===== src/rtl/core/call_auction_price_discovery_macros.svh =====
// assertion helpers for the call auction block
`ifndef CALL_AUCTION_PRICE_DISCOVERY_MACROS_SVH
`define CALL_AUCTION_PRICE_DISCOVERY_MACROS_SVH
`ifndef SYNTHESIS
`define CAPD_ASSERT(label, clk, rst, prop, msg) \
   label: assert property (@(posedge clk) disable iff (rst) (prop)) else $error(msg);
`define CAPD_ASSERT_NR(label, clk, prop, msg) \
   label: assert property (@(posedge clk) (prop)) else $error(msg);
`else
`define CAPD_ASSERT(label, clk, rst, prop, msg)
`define CAPD_ASSERT_NR(label, clk, prop, msg)
`endif
`endif


===== src/rtl/core/capd_pkg.sv =====
package capd_pkg;
   localparam int LevelBits  = 10;
   localparam int Levels     = 1 << LevelBits;
   localparam int VolBits    = 48;
   localparam int PriceBits  = 32;
   localparam int TickBits   = 16;
   localparam int CsrIdxBits = 2;
   localparam int CntBits    = LevelBits + 1;
   localparam int SumBits    = PriceBits + CntBits;

   localparam logic [1:0] OP_UPDATE  = 2'd0;
   localparam logic [1:0] OP_COMPUTE = 2'd1;
   localparam logic [1:0] OP_CLEAR   = 2'd2;
   localparam logic [1:0] OP_UNUSED  = 2'd3;

   localparam logic [CsrIdxBits-1:0] CSR_REF  = 2'd0;
   localparam logic [CsrIdxBits-1:0] CSR_BASE = 2'd1;
   localparam logic [CsrIdxBits-1:0] CSR_TICK = 2'd2;
   localparam logic [CsrIdxBits-1:0] CSR_MODE = 2'd3;

   localparam logic [VolBits-1:0] VolMax = {VolBits{1'b1}};

   function automatic logic [VolBits-1:0] sat_add(input logic [VolBits-1:0] a,
                                                 input logic [VolBits-1:0] b);
      logic [VolBits:0] s;
      s = {1'b0, a} + {1'b0, b};
      return s[VolBits] ? VolMax : s[VolBits-1:0];
   endfunction
endpackage


===== src/rtl/core/capd_divider.sv =====
// restoring divider, one quotient bit per cycle
module capd_divider (
   input  logic                          clock,
   input  logic                          reset,
   input  logic                          start,
   input  logic [capd_pkg::SumBits+7:0]  dividend,
   input  logic [capd_pkg::CntBits+6:0]  divisor,
   output logic                          done,
   output logic [capd_pkg::SumBits+7:0]  quotient
);
   localparam int NBits = capd_pkg::SumBits + 8;
   localparam int DBits = capd_pkg::CntBits + 7;

   logic [NBits-1:0] quo_ff, quo_in;
   logic [DBits:0]   rem_ff, rem_in;
   logic [DBits-1:0] div_ff, div_in;
   logic [6:0]       cnt_ff, cnt_in;
   logic             run_ff, run_in;
   logic             done_ff, done_in;
   logic [DBits:0]   trial;

   always_comb begin
      quo_in  = quo_ff;
      rem_in  = rem_ff;
      div_in  = div_ff;
      cnt_in  = cnt_ff;
      run_in  = run_ff;
      done_in = 1'b0;
      trial   = {rem_ff[DBits-1:0], quo_ff[NBits-1]};
      if (start) begin
         quo_in = dividend;
         rem_in = '0;
         div_in = divisor;
         cnt_in = 7'(NBits);
         run_in = 1'b1;
      end else if (run_ff) begin
         quo_in = {quo_ff[NBits-2:0], 1'b0};
         if (trial >= {1'b0, div_ff}) begin
            rem_in    = trial - {1'b0, div_ff};
            quo_in[0] = 1'b1;
         end else begin
            rem_in = trial;
         end
         cnt_in = cnt_ff - 7'd1;
         if (cnt_ff == 7'd1) begin
            run_in  = 1'b0;
            done_in = 1'b1;
         end
      end
   end

   always_ff @(posedge clock) begin
      if (reset) begin
         run_ff  <= 1'b0;
         done_ff <= 1'b0;
      end else begin
         run_ff  <= run_in;
         done_ff <= done_in;
      end
      quo_ff <= quo_in;
      rem_ff <= rem_in;
      div_ff <= div_in;
      cnt_ff <= cnt_in;
   end

   assign done     = done_ff;
   assign quotient = quo_ff;
endmodule


===== config.mk =====
export PLATFORM = sky130hd
export DESIGN_NAME = capd_divider
export DESIGN_NICKNAME = d
export VERILOG_FILES = /design/src/rtl/core/call_auction_price_discovery_macros.svh /design/src/rtl/core/capd_pkg.sv /design/src/rtl/core/capd_divider.sv
export SDC_FILE = /design/constraint.sdc
export NUM_CORES = 1
export LEC_CHECK = 0
export BUFFER_PORTS_ARGS = -buffer_cell sky130_fd_sc_hd__buf_2
export CAP_MARGIN = 10
export CORE_MARGIN = 10
export CORE_UTILIZATION = 35
export DETAILED_ROUTE_END_ITERATION = 7
export GPL_ROUTABILITY_DRIVEN = 1
export PLACE_DENSITY_LB_ADDON = 0.2
export SYNTH_ARGS = -nofsm -noshare
export SYNTH_HDL_FRONTEND = slang
export SYNTH_SLANG_ARGS = --single-unit

===== constraint.sdc =====
create_clock -name clock -period 5.1 [get_ports clock]
set_input_delay 0.51 -clock clock [delete_from_list [all_inputs] [get_ports clock]]
set_output_delay 0.51 -clock clock [all_outputs]
set_load 0.01 [all_outputs]

Word-level counts from Yosys, hierarchy flattened. Cells that the tools add are included. W data, S select, Z words.

Output and inout port bits: 52. Word-level logic and storage cells: 21. Input port bits: 72. Bits in registers: 96.

Bitwise logic cells: 1. Muxes and demuxes: 8. Add/sub/neg operators: 2. Eq/ne operators: 1. Reductions and logical operators: 2. Magnitude comparators: 1.

Operators by type and width (number): $mux W51 (2); $ge A19 B18 Y1 (1); $mux W18 (1); $sub A18 B18 Y18 (1); $eq A7 B1 Y1 const B (1); $sub A7 B1 Y7 const B (1); $mux W1 (5); $reduce_or A3 Y1 (1); $reduce_bool A2 Y1 (1); $not A1 Y1 (1).

Longest topological paths before layout.
Depth after elaboration: 4. Mapped depth: 11. Depth with buffers taken out: 11.

Worst setup path before layout. OpenSTA, ideal clock, no wires.

Path type: input to register. From: in start. To: reg quo_ff[0] (netlist: quotient[0]), enable pin. Setup time: 0.405 ns. Path buffers: 2. Arrival time: 2.150 ns. Path slack: 2.545 ns. Stages on the path: 4. Required time: 4.695 ns. Cells stage by stage: clkbuf_1 -> nor2_1 -> clkbuf_1 -> inv_1.

Word-level cells in the longest chain between the ends: 1.

Ends and longest elaborated chain: from (decl) (RTL line capd_divider.sv:5) `input logic start,`; $reduce_bool A2 Y1 (no line); to (signal assigned) (RTL line capd_divider.sv:60) `quo_ff <= quo_in;`; to (decl) (RTL line capd_divider.sv:14) `logic [NBits-1:0] quo_ff, quo_in;`.

Every way passes these cells. A chain may end at the register's enable or synchronous reset.

Worst setup path in the final report.
From: reg div_ff[2]. To: reg rem_ff[7].

Word-level cells in the longest chain between the ends: 2. Elaborated cells on any way between the ends: 3. Those cells by class: add/sub (1); order compare (1); mux (1).

Ends and longest elaborated chain: from (decl) (RTL line capd_divider.sv:16) `logic [DBits-1:0] div_ff, div_in;`; from (signal assigned) (RTL line capd_divider.sv:62) `div_ff <= div_in;`; $sub A18 B18 Y18 / $ge A19 B18 Y1 (equally long branches) (RTL line capd_divider.sv:39, capd_divider.sv:38); $mux W18 (*) (RTL line capd_divider.sv:38) `if (trial >= {1'b0, div_ff}) begin`; to (signal assigned) (RTL line capd_divider.sv:61) `rem_ff <= rem_in;`; to (decl) (RTL line capd_divider.sv:15) `logic [DBits:0] rem_ff, rem_in;`.

Every way passes the cells marked *; elsewhere a longest branch is shown, timed or not.

==> run_results.csv <==
group,metric,value,unit
status,status,"completed",
power,peakVddDrop,0.000221,V
global_routing,grt_usage,0.130,
route,routed_via_density,5.01,
yosys,asyncSetResetFlopFracSynth,0,
route,drcViolationCount,0,
power,p_sw_frac,0.258,
critical_path,start_kind,"register",
power,cellLeakagePower,0.00250,µW
die,io_pins,124,
finish,multi_input_area,0.00204,mm²
critical_path,slowest_delay,0.89,ns
clock_tree,cts_buffers,9,
yosys,ys_ff_latch,96,
critical_path,path_class,"register to register",
yosys,syn_area_per_cell,11.9,µm²
power,clkPwrFrac,0.335,
route,drt_iter0_drc,170,
die,start_util,0.353,
die,die_h,138,µm
critical_path,crit_family,"compound AO/OA/AOI/OAI gates",
run,drv_cap,0,
sta,skew,0.00644,ns
worst_hold_path,min_path_type,"input pin to register",
power,p_sw,476,µW
global_routing,gr-total-overflow,0,
global_routing,grt_pass1_vias,3825,
route,wl,12000,µm
sta,worst_slew_pin_slew,1.08,ns
sta,slew_violations,0,
route,drt_pass1_iterations,4,
critical_path,path_cells,"inv_1 -> ha_1 -> o211ai_1 -> a21oi_1 -> o31ai_1 -> nand2_1 -> a21oi_2 -> nand2_1 -> a311oi_2",
critical_path,worstSetupEndpointType,"register",
finish,fillCellCount,1371,
critical_path,required,5.36,ns
clock_tree,clkTransAtPathRegs,0.07,ns
critical_path,path_max_fanout,21,
route,ant_nets,0,
die,fp-row-count,43,
die,dieArea,0.0190,mm²
place,hpwl,8700,µm
sta,min_period,2.91,ns
clock_tree,clkLatencyLatePin,0.34,ns
clock_tree,ctsHoldBuffers,0,
place,io_buffers,123,
yosys,syn-cell-area,0.00486,mm²
sta,timing.final.crit_share,0.571,
die,die_x,138,µm
global_routing,grt_max_degree,60,
clock_tree,max-clock-path-buffers,2,
global_routing,grt_pass1_wl,19500,µm
critical_path,worst_ep_arrival_time,3.17,ns
yosys,synth_edf_count,69,
yosys,synth_flop_cell,"edfxtp_1",
clock_tree,cts_num_sinks,96,
power,power.density,314,mW/mm²
finish,nets,614,
yosys,synthCells,408,
place,gp_congestion,0.807,
sta,clock.fmax,343,MHz
clock_tree,htree_levels,3,
sta,slew-limit-headroom,0.278,
critical_path,cpMostUsedCell,"nand2_1",
finish,regArea,0.00261,mm²
sta,tns,0,ns
finish,fin_cells,705,
place,dp.cells,690,
critical_path,ff2ff_setup_slack,2.19,ns
yosys,yosysSeqAreaShare,0.537,
sta,grt_setup_unrepaired,"no",
critical_path,slowest_stage,"a21oi_2",
route,vias,3535,
clock_tree,post-cts-setup-buffers,0,
yosys,ys_types,57,
sta,hold_violations,0,
finish,n_antenna_cell,0,
sta,finalSetupViolCount,0,
power,seq_power_share,0.512,
yosys,syn-num-nets,501,
clock_tree,cts-resized-gates,0,
route,wl_per_cell,17.1,µm
power,p_comb_frac,0.153,
finish,drive_above_1_share,0.385,
critical_path,cp.buffers_inverters,1,
global_routing,grt_antenna_before_repair,3,
clock_tree,clockRootBuffer,"clkbuf_16",
power,p_int,1370,µW
clock_tree,cts_tree,"yes",
yosys,yosys_warnings,0,
finish,area_delta_synth_final,20.8,%
die,core,0.0138,mm²
## per-stage QoR
step	power, µW	area (µm²)	hold slack [ns]	util	setup WS [ns]
after floorplan	1130	4860	0.448	-	2.54
after global placement	1240	5610	0.477	0.407	2.29
after detailed placement	1250	5610	0.472	0.407	2.16
after CTS	1880	5870	0.308	0.427	2.14
after global routing	1950	5870	0.316	0.427	1.82
final	1840	5870	0.334	0.427	2.19
## path summary, 6_finish.rpt
check | startpoint | to | cells after the start
min reg2reg | rem_ff[10] | rem_ff[11] | 2
max reg2reg | div_ff[2] | rem_ff[7] | 9
max | div_ff[2] | rem_ff[7] | 9
min | reset | run_ff | 2
## cells in the mapped netlist (2+ instances only)
library cell  count  share of area
edfxtp_1         69           0.43
mux2_2           51           0.12
nand2_1          29          0.022
dfxtp_1          27           0.11
inv_1            26          0.020
nand3_1          21          0.022
ha_1             20          0.051
a21oi_1          16          0.016
clkbuf_1         16          0.012
nor2_1           14          0.011
o21ai_0          13          0.013
xor2_1           10          0.018
a32oi_1           8          0.014
xnor2_1           8          0.014
a21o_1            7          0.011
nand2b_1          7         0.0090
nand4_1           5         0.0064
a31oi_1           4         0.0051
buf_2             4         0.0041
o211ai_1          4         0.0062
a211oi_1          3         0.0046
a311oi_1          3         0.0054
nor3_1            3         0.0031
o21bai_1          3         0.0046
o31ai_1           3         0.0046
buf_4             2         0.0031
o21a_1            2         0.0031
## power groups by stage
| stage | clock network (µW) | registers [µW] | logic [µW] |
|---|---|---|---|
| after CTS | 649 | 946 | 287 |
| after floorplan | 0 | 975 | 156 |
| after global routing | 679 | 954 | 313 |
| final | 617 | 945 | 282 |
| after global placement | 0 | 960 | 284 |
| after detailed placement | 0 | 961 | 287 |
## state kept, by name, indices dropped and copies added, names as in the netlist
register / count
cnt_ff: 7
div_ff: 18
done: 1
quotient: 51
rem_ff: 18
run_ff: 1
## metal layers
| metal | global-route usage | share of wire |
|---|---|---|
| met1 | 0.159 | 0.43 |
| met5 | 0 | 0.0012 |
| met2 | 0.190 | 0.45 |
| met3 | 0.0801 | 0.12 |
| met4 | 0.0330 | 0.0068 |
## placed cells by master, fill, tap and decap left out, types with 2 or more instances in the layout
cell	n
buf_2	122
edfxtp_1	69
mux2_2	51
nand2_1	29
dfxtp_1	27
inv_1	25
nand3_1	21
ha_1	20
a21oi_1	16
nor2_1	14
o21ai_0	13
xor2_1	10
clkbuf_16	9
xnor2_1	8
a32oi_1	8
nand2b_1	7
a21o_1	7
nand4_1	5
o211ai_1	4
a31oi_1	4
buf_4	4
o31ai_1	3
a211oi_1	3
o21bai_1	3
a311oi_1	3
nor3_1	3
o21a_1	2
clkinv_1	2
clkinv_4	2
## cell type report
cell class                 count  share of cell area
inverter                      26              0.0166
multi-input combinational    262               0.347
tap                          180              0.0383
timing repair buffer         126               0.109
sequential                    96               0.445
clock inverter                 5             0.00575
clock buffer                  10              0.0390
## cell families after synthesis
kind of cell | count (synthesis) | synth area share
AO/OA/AOI/OAI | 78 | 0.114
XOR/XNOR | 18 | 0.0324
adder cells (fa/ha/maj) | 21 | 0.0556
buffers and inverters | 50 | 0.0445
flip-flops | 96 | 0.537
multiplexers | 52 | 0.120
AND/OR/NAND/NOR | 93 | 0.0967
No activity file was read; power rests on OpenSTA's default activity.
