### src/rtl/core/call_auction_price_discovery_macros.svh
// assertion helpers for the call auction block
`ifndef CALL_AUCTION_PRICE_DISCOVERY_MACROS_SVH
`define CALL_AUCTION_PRICE_DISCOVERY_MACROS_SVH
`ifndef SYNTHESIS
`define CAPD_ASSERT(label, clk, rst, prop, msg) \
   label: assert property (@(posedge clk) disable iff (rst) (prop)) else $error(msg);
`define CAPD_ASSERT_NR(label, clk, prop, msg) \
   label: assert property (@(posedge clk) (prop)) else $error(msg);
`else
`define CAPD_ASSERT(label, clk, rst, prop, msg)
`define CAPD_ASSERT_NR(label, clk, prop, msg)
`endif
`endif

### src/rtl/core/capd_ram.sv
module capd_ram #(
   parameter int Width = 8,
   parameter int Depth = 16
) (
   input  logic                     clock,
   input  logic                     wr_en,
   input  logic [$clog2(Depth)-1:0] wr_addr,
   input  logic [Width-1:0]         wr_data,
   input  logic [$clog2(Depth)-1:0] rd_addr,
   output logic [Width-1:0]         rd_data
);
   logic [Width-1:0] mem [Depth];
   logic [Width-1:0] rd_data_ff;

   always_ff @(posedge clock) begin
      if (wr_en) begin
         mem[wr_addr] <= wr_data;
      end
      rd_data_ff <= mem[rd_addr];
   end
   assign rd_data = rd_data_ff;
endmodule

### config.mk
export PLATFORM = sky130hd
export DESIGN_NAME = capd_ram
export DESIGN_NICKNAME = d
export VERILOG_FILES = /design/src/rtl/core/call_auction_price_discovery_macros.svh /design/src/rtl/core/capd_ram.sv
export SDC_FILE = /design/constraint.sdc
export NUM_CORES = 1
export LEC_CHECK = 0
export BUFFER_PORTS_ARGS = -buffer_cell sky130_fd_sc_hd__clkbuf_2
export CORE_MARGIN = 3
export CORE_UTILIZATION = 35
export DETAILED_ROUTE_END_ITERATION = 6
export GPL_ROUTABILITY_DRIVEN = 1
export PLACE_DENSITY_LB_ADDON = 0.3
export SLEW_MARGIN = 20
export SYNTH_ARGS = -nofsm -noshare
export SYNTH_HDL_FRONTEND = slang
export SYNTH_SLANG_ARGS = --single-unit
### constraint.sdc
create_clock -name clock -period 5.77 [get_ports clock]
set_input_delay 1.154 -clock clock [delete_from_list [all_inputs] [get_ports clock]]
set_output_delay 1.154 -clock clock [all_outputs]
set_load 0.01 [all_outputs]
; ---- Yosys cells after proc, flatten, opt, wreduce, memory -nomap -nowiden
; Memory sizes are Yosys's and may differ from the RTL's. A register that Yosys moved wholly into a read port is not among the register bits.
; Cells that the tools add are included.
[classes]
muxes = 2
[op_table]
columns = op, count
row1 = 1-bit 2-to-1 mux, 2
[word_totals]
reg_bits = 0
ramBits = 128
input_bits = 18
n_memories = 1
[memory_table]
columns = memory, depth, width, rd, rd_ports_with_merged_regs, wr, line_no
row1 = mem, 16, 8, 1, 1, 1, capd_ram.sv:12  ; logic [Width-1:0] mem [Depth];

; ---- Depth between registers and ports, before layout
; Gate-level depths: netlist of run 1.
[depth]
word_depth = 2
depth_mapped = 5

; ---- Worst setup path after synthesis of run 1
; Ideal clock, no wire load.
[synth_path]
path_type = in2reg
startpoint = input wr_addr[2]
endpoint = memory mem[0][0], enable pin
setup_ns = 0.383
t_arrival_ns = 2.264
t_required_ns = 5.387
slack_ns = 3.123
stages = 2
cell_sequence = or3b_2 > nor3_1
[synth_lines]
columns = element, line_no
row1 = from (decl), capd_ram.sv:7  ; input logic [$clog2(Depth)-1:0] wr_addr,
row2 = to (decl), capd_ram.sv:12
; No word-level cell before the write port.

==> results.json, run 1 <==
{
  "power_mw": 2.270,
  "leakagePower_nw": 1.995,
  "fillers": 1222,
  "cts.clk_slew.worst_paths_ps": 60,
  "timing_worst_setup_path_type": "input port to flip-flop",
  "row_count": 43,
  "final_cell_mix": "128 x edfxtp_1, 25 x clkbuf_2, 18 x mux4_2, 17 x clkbuf_16, 16 x a22oi_1",
  "syn_nets": 247,
  "cts_tree": "done",
  "start_util_pct": 36.38,
  "setup_slack_ps": 3183,
  "drive_gt1_share_pct": 28.21,
  "synthSimpleGateAreaFrac_pct": 3.184,
  "post_cts_buffers": 0,
  "cts_resized": 0,
  "maxCapViolations": 0,
  "final_cells": 460,
  "worstMarginPinSlew_ps": 991.7,
  "grt_pass1_vias": 2561,
  "end_kind": "flip-flop",
  "required_ps": 6060,
  "die-width_um": 127.3,
  "area_delta_synth_final_pct": 17.19,
  "period_minus_slack_ps": 2587,
  "antenna_found_initial": 0,
  "cts.sinks": 136,
  "setup_viol": 0,
  "antenna_left": 0,
  "wire_per_inst_um": 22.39,
  "fmax_ghz": 0.3866,
  "place_hpwl_mm": 6.492,
  "period_share_pct": 44.83,
  "grt_max_degree": 33,
  "muxShareOfSynthArea_pct": 15.02,
  "core_um2": 14150,
  "wirelength_mm": 10.30,
  "yosysSeqAreaShare_pct": 77.78,
  "regArea_um2": 4004,
  "ctsHoldBuffers": 0,
  "tns_ps": 0,
  "synthesis.area_um2": 5147,
  "root_buffer": "clkbuf_16",
  "rsz0062_at_grt": "no",
  "diodes": 0,
  "gr-total-overflow": 0,
  "place.gp.congestion": 0.7054,
  "via_per_inst": 5.263,
  "synth_seq_cells": 136,
  "synth-compound-area-share_pct": 2.333,
  "cts_made_buffers": 17,
  "die-area_um2": 16200,
  "clk_latency_ps": 400,
  "multi_input_area_um2": 1062,
  "worst_clock_skew_ps": 5.594,
  "portBuffers": 25,
  "synthCells": 229,
  "synth.distinct_cells": 19,
  "finalMaxSlewViolations": 0,
  "firstDrtPassIters": 4,
  "die_y_um": 127.3,
  "syn_avg_cell_area_um2": 22.48,
  "hold_ws_ps": 660.8,
  "synth_fa_ha_area_share_pct": 0,
  "drt-initial-drc-count": 237,
  "maxSlewHeadroom_pct": 33.89,
  "dp.cells": 428,
  "pin_count": 26,
  "path_max_fanout": 27,
  "cp_num_buf_inv": 2,
  "ir_drop_uv": 206.1,
  "htreeDepth": 4,
  "grt.total_usage_pct": 13.44,
  "synth-xor-area-share_pct": 0,
  "hold_violations": 0,
  "path_cells": "clkbuf_2, buf_4, mux4_1, a22oi_1, nand2_1",
  "slowest_stage": "mux4_1",
  "hp-class": "flip-flop to flip-flop",
  "cts_buffer_depth": 2,
  "slowest_delay_ps": 620,
  "grt_pass1_wl_mm": 15.53,
  "drc": 0,
  "final_common_cell": "edfxtp_1",
  "cp-start-kind": "input port",
  "via_count": 2421,
  "status": "finished, final reports clean",
  "synth_top_family_by_area": "multiplexers",
  "num-nets-final": 285,
  "critical-path-top-delay-family": "buffers and inverters",
  "critPathArrivalTime_ps": 2870,
  "yosys_warnings": 0,
  "dp_slack_ps": 2708,
  "powerDensity_nw_per_um2": 376.4
}
==> layout make-up <==
cell class	count	area share, %
tap	180	3.734
timing repair buffer	29	2.572
sequential	136	66.38
multi-input combinational	83	17.61
clock buffer	17	7.052
clock inverter	15	2.655
==> per-layer routing <==
metal  vias to the layer above  share of wire (%)  track usage (%)
met5                         -                  0                0
met4                         0                1.4            4.164
met3                        13                4.1            4.139
met1                      1279                 46            17.96
met2                        78                 48            21.24
li1                       1051                  -                -
==> flip-flops by register name (all words and copies together), names as in the netlist <==
name and cells:
mem 128, rd_data 8
==> stage by stage <==
stage / utilization, % / instance area [um2]
global placement: 38.46 / 5441
floorplan: - / 5147
detailed placement: 38.49 / 5446
finish: 42.63 / 6032
CTS: 42.63 / 6032
global route: 42.63 / 6032
==> power by group <==
part           switching [mW]  internal [mW]
Combinational          0.0598         0.0401
Clock                   0.388          0.671
Sequential            0.00693           1.11
Total                   0.454           1.82
==> tightest hold or removal path: stages (launching register included) <==
cell and delay [ps]:
edfxtp_1 310, mux4_2 220, a22oi_1 60, nand2_1 50
==> worst paths after layout <==
check,startpoint,endpoint,slack [ps],depth (start not counted)
worst min register to register,mem[12][3],rd_data[3],660,3
worst max register to register,mem[5][2],rd_data[2],4370,3
worst min-delay path,mem[12][3],rd_data[3],660,3
worst max-delay path,rd_addr[0],rd_data[2],3180,5
==> synthesized netlist by cell type (all sizes together) <==
master           n  area, um2
a22oi           16      120.1
and2             1      6.260
and2b            1      7.510
buf              7      56.30
clkdlybuf4s25    3      30.03
dfxtp            8      160.2
edfxtp         128       3844
mux4            32      773.2
nand2            9      33.78
nand2b           2      12.51
nand3            1      5.000
nand3b           2      15.01
nor2            13      48.80
nor2b            1      6.260
nor3             4      20.02
or3b             1      8.760
==> cell families after synthesis <==
logic type,count (synthesis)
buf+inv,10
mux,32
compound gates,16
simple gates,35
flops,136
(Power assumes the default switching activity.)
==> inputs of run 2 (changes only) <==
==> constraint.sdc (replaced) <==
create_clock -name clock -period 2.4 [get_ports clock]
set_input_delay 0.48 -clock clock [delete_from_list [all_inputs] [get_ports clock]]
set_output_delay 0.48 -clock clock [all_outputs]
set_load 0.01 [all_outputs]
==> results.json, run 2 (synthesis results as in run 1) <==
{
  "status": "finished, final reports clean",
  "path_max_fanout": 11,
  "slowest_delay_ps": 600,
  "crit_cells": 5,
  "firstDrtPassIters": 4,
  "finalMaxSlewViolations": 0,
  "powerDensity_nw_per_um2": 868.0,
  "maxCapViolations": 0,
  "slowest_stage": "mux4_1",
  "final_core_util_pct": 43.40,
  "maxSlewHeadroom_pct": 57.95,
  "setup_viol": 0,
  "place_hpwl_mm": 6.466,
  "r2r_end": "rd_data[3]",
  "grt_pass1_vias": 2603,
  "clk_latency_ps": 420,
  "row_count": 43,
  "die-width_um": 127.3,
  "leakagePower_nw": 2.060,
  "drt-initial-drc-count": 208,
  "ir_drop_uv": 591.9,
  "final_common_cell": "edfxtp_1",
  "worstReg2RegStart": "mem[2][3]",
  "antenna_left": 0,
  "ctsHoldBuffers": 0,
  "place.gp.congestion": 0.7391,
  "largest_reg_flops": 128,
  "cts.sinks": 136,
  "wire_per_inst_um": 21.40,
  "hold_violations": 0,
  "drc": 0,
  "portBuffers": 25,
  "path_cells": "clkbuf_2, buf_4, mux4_1, a22oi_1, nand2_1",
  "cts_buffer_depth": 2,
  "cts_made_buffers": 17,
  "end_kind": "flip-flop",
  "grt.total_usage_pct": 13.84,
  "pin_count": 26,
  "post_cts_buffers": 0,
  "die-area_um2": 16200,
  "tns_ps": 0,
  "period_minus_slack_ps": 1557,
  "cts_tree": "done",
  "htreeDepth": 4,
  "final_cell_mix": "128 x edfxtp_1, 25 x clkbuf_2, 18 x mux4_2, 18 x buf_4, 17 x clkbuf_16",
  "cp-start-kind": "input port",
  "diodes": 0,
  "rr_worst_depth": 3,
  "critPathArrivalTime_ps": 1850,
  "grt_max_degree": 33,
  "worst_clock_skew_ps": 9.071,
  "worstMarginPinSlew_ps": 628.5,
  "drive_gt1_share_pct": 31.42,
  "antenna_found_initial": 0,
  "crit_start": "rd_addr[0]",
  "hp-class": "input port to flip-flop",
  "start_util_pct": 36.38,
  "area_delta_synth_final_pct": 19.30,
  "endpoint": "rd_data[3]",
  "fmax_ghz": 0.6424,
  "critical-path-top-delay-family": "multiplexers",
  "rsz0062_at_grt": "no",
  "cp_num_buf_inv": 2,
  "cts.clk_slew.worst_paths_ps": 60,
  "wirelength_mm": 10.19,
  "via_per_inst": 5.082,
  "required_ps": 2700,
  "via_count": 2419,
  "period_share_pct": 64.86,
  "r2r_slack_ps": 990,
  "root_buffer": "clkbuf_16",
  "core_um2": 14150,
  "cts_resized": 0,
  "top_register": "mem",
  "die_y_um": 127.3,
  "timing_worst_setup_path_type": "input port to flip-flop",
  "grt_pass1_wl_mm": 15.87,
  "gr-total-overflow": 0,
  "num-nets-final": 301
}
==> run 2: changes by cell type in the layout (fill, tap and decap cells not counted) <==
| cell | previous run | this run |
|---|---|---|
| clkinvlp_4 | 5 | 7 |
| inv_6 | 0 | 4 |
| clkinv_2 | 5 | 0 |
| buf_12 | 0 | 2 |
| clkbuf_1 | 0 | 1 |
| bufinv_16 | 3 | 1 |
| nor3_1 | 3 | 4 |
| nor3_2 | 1 | 0 |
| buf_4 | 4 | 18 |
==> run 2: where the power goes <==
part / internal (mW) / switching (mW) / total [mW]
clock: 1.43 / 0.982 / 2.41
sequential: 2.66 / 0.0154 / 2.67
combinational: 0.107 / 0.144 / 0.252
==> run 2: through the flow <==
step	hold slack [ps]	instance area, um2	setup WS [ps]	power (mW)	std cells
after floorplan	578.9	5147	427.1	2.858	229
after global placement	650.6	5587	399.0	2.975	444
after detailed placement	662.7	5587	413.6	2.979	444
after CTS	476.6	6141	859.1	5.394	476
after global routing	506.4	6141	790.8	5.527	476
final	472.3	6141	843.3	5.330	476
==> run 2: how the worst min path moves through the flow <==
stage / start / to / slack (ps) / cells after the start
final: wr_data[4] / mem[6][4] / 470 / 1
after global routing: wr_data[4] / mem[6][4] / 510 / 1
after CTS: wr_data[4] / mem[6][4] / 480 / 1
after detailed placement: mem[8][3] / rd_data[3] / 660 / 3
after floorplan: wr_data[0] / mem[0][0] / 580 / 0
after global placement: mem[15][3] / rd_data[3] / 650 / 3
==> run 2: worst register-to-register path, stage by stage (launching register included) <==
cell      delay [ps]
edfxtp_1         360
mux4_1           510
a22oi_1          320
nand2_1           90
==> run 2: final cells by class <==
type	count	area [um2]
fill	1212	8009
sequential	136	4004
multi-input combinational	83	1057
clock buffer	18	429.2
timing repair buffer	45	300.3
tap	180	225.2
clock inverter	14	125.1
==> run 2: per-layer routing <==
layer,part of all wire (%),vias up,global-route usage (%)
met1,44,1260,18.68
met3,6.2,8,3.637
li1,-,1079,-
met4,1.0,0,6.814
met5,0,-,0
met2,49,72,20.90
==> inputs of run 3 (changes only) <==
==> constraint.sdc (replaced) <==
create_clock -name clock -period 1.3 [get_ports clock]
set_input_delay 0.26 -clock clock [delete_from_list [all_inputs] [get_ports clock]]
set_output_delay 0.26 -clock clock [all_outputs]
set_load 0.01 [all_outputs]
==> results.json, run 3 (synthesis results as in run 1) <==
{
  "htreeDepth": 4,
  "largest_reg_flops": 128,
  "clk_latency_ps": 410,
  "fillers": 1199,
  "setup_viol": 1,
  "area_delta_synth_final_pct": 25.52,
  "maxCapViolations": 0,
  "worst_clock_skew_ps": 7.668,
  "power_mw": 10.16,
  "die_y_um": 127.3,
  "firstDrtPassIters": 5,
  "gr-total-overflow": 0,
  "hp-class": "input port to flip-flop",
  "regArea_um2": 4004,
  "portBuffers": 25,
  "period_minus_slack_ps": 1381,
  "hold_ws_ps": 290.6,
  "powerDensity_nw_per_um2": 1572,
  "hold_violations": 0,
  "path_max_fanout": 1,
  "maxSlewHeadroom_pct": 43.76,
  "grt_max_degree": 21,
  "status": "finished with violations",
  "required_ps": 1580,
  "core_um2": 14150,
  "pin_count": 26,
  "violations": "negative setup slack",
  "row_count": 43,
  "dp.cells": 470,
  "final_cell_mix": "128 x edfxtp_1, 36 x buf_4, 30 x mux4_2, 24 x clkbuf_2, 17 x clkbuf_16",
  "timing_worst_setup_path_type": "flip-flop to flip-flop",
  "cts_buffer_depth": 2,
  "antenna_found_initial": 0,
  "root_buffer": "clkbuf_16",
  "critPathArrivalTime_ps": 1660,
  "diodes": 0,
  "die-width_um": 127.3,
  "cts.sinks": 136,
  "grt_pass1_wl_mm": 16.38,
  "antenna_left": 0,
  "grt_pass1_vias": 2756,
  "dp_slack_ps": -571.7,
  "ir_drop_uv": 1042,
  "wirelength_mm": 10.68,
  "end_kind": "flip-flop",
  "cts_made_buffers": 17,
  "final_core_util_pct": 45.66,
  "wire_per_inst_um": 21.31,
  "final_common_cell": "edfxtp_1",
  "num-nets-final": 326,
  "slowest_stage": "mux4_2",
  "finalMaxSlewViolations": 0,
  "drive_gt1_share_pct": 44.86,
  "fmax_ghz": 0.7240,
  "path_cells": "mux4_2, a22oi_2, nand2_1",
  "setup_slack_ps": -81.20,
  "leakagePower_nw": 2.200,
  "cts.clk_slew.worst_paths_ps": 60,
  "start_util_pct": 36.38,
  "die-area_um2": 16200,
  "slowest_delay_ps": 500,
  "grt.total_usage_pct": 14.24,
  "drc": 0,
  "top_register": "mem",
  "drt-initial-drc-count": 265,
  "rsz0062_at_grt": "yes",
  "cts_tree": "done",
  "place.gp.congestion": 0.7340,
  "final_cells": 501,
  "multi_input_area_um2": 1074,
  "via_count": 2540,
  "via_per_inst": 5.070,
  "place_hpwl_mm": 7.113,
  "cp-start-kind": "flip-flop",
  "period_share_pct": 106.2,
  "worstMarginPinSlew_ps": 841.9
}
## run 3: cell types whose count changed in the layout (fill, tap and decap cells not counted), sizes merged
cell	before	now
bufinv	1	2
buf	20	46
clkbuf	43	42
clkinv	2	9
clkinvlp	7	3
inv	4	0
## run 3: per-layer routing
metal	track usage [%]	wire length [um]	up-vias	share of wire, %
met3	4.264	352	19	3.3
met2	22.79	5440	64	51
li1	-	-	1122	-
met5	0	0	-	0
met1	18.04	4693	1335	44
met4	6.246	189	0	1.8
## run 3: per-stage QoR
stage / instance area (um2) / TNS (ps)
2_1_floorplan: 5176 / -689.7
3_3_place_gp: 5852 / -17160
3_5_place_dp: 5852 / -17510
4_1_cts: 6456 / -77.42
5_1_grt: 6461 / -188.8
6_report: 6461 / -81.20
## run 3: repair_timing
item / CTS / global route
hold buffers: 0 / 0
resized for setup: 4 / 4
setup buffers: 0 / 0
pin swaps: 0 / 0
endpoints found under the hold margin: 0 / 0
endpoints found under the setup margin: 4 / 7
cloned: 0 / 0
## run 3: critical path, delay by kind of cell (launching register included)
family	cells	cell delay [ps]
simple gates	1	130
mux	1	500
flops	1	370
compound gates	1	250
## run 3: area by class of cell
cell class,instances,share of cell area (%)
flip-flops and latches,136,61.97
multi-input cells,83,16.62
repair buffers,70,8.772
clock buffers,18,6.797
well taps,180,3.486
clock inverters,14,2.363
## run 3: report_power, final
| part | total, mW | leakage [nW] | internal, mW | switching (mW) |
|---|---|---|---|---|
| registers | 4.93 | 1.22 | 4.90 | 0.0300 |
| logic | 0.559 | 0.697 | 0.260 | 0.300 |
| clock network | 4.67 | 0.280 | 2.88 | 1.79 |
| total | 10.2 | 2.20 | 8.04 | 2.12 |
## run 3: final timing paths
path,start,to,slack [ps],cells after the start
hold / removal,wr_data[1],mem[10][1],290,1
hold reg to reg,mem[6][1],rd_data[1],670,3
setup / recovery,mem[3][5],rd_data[5],-80,3
setup reg to reg,mem[3][5],rd_data[5],-80,3
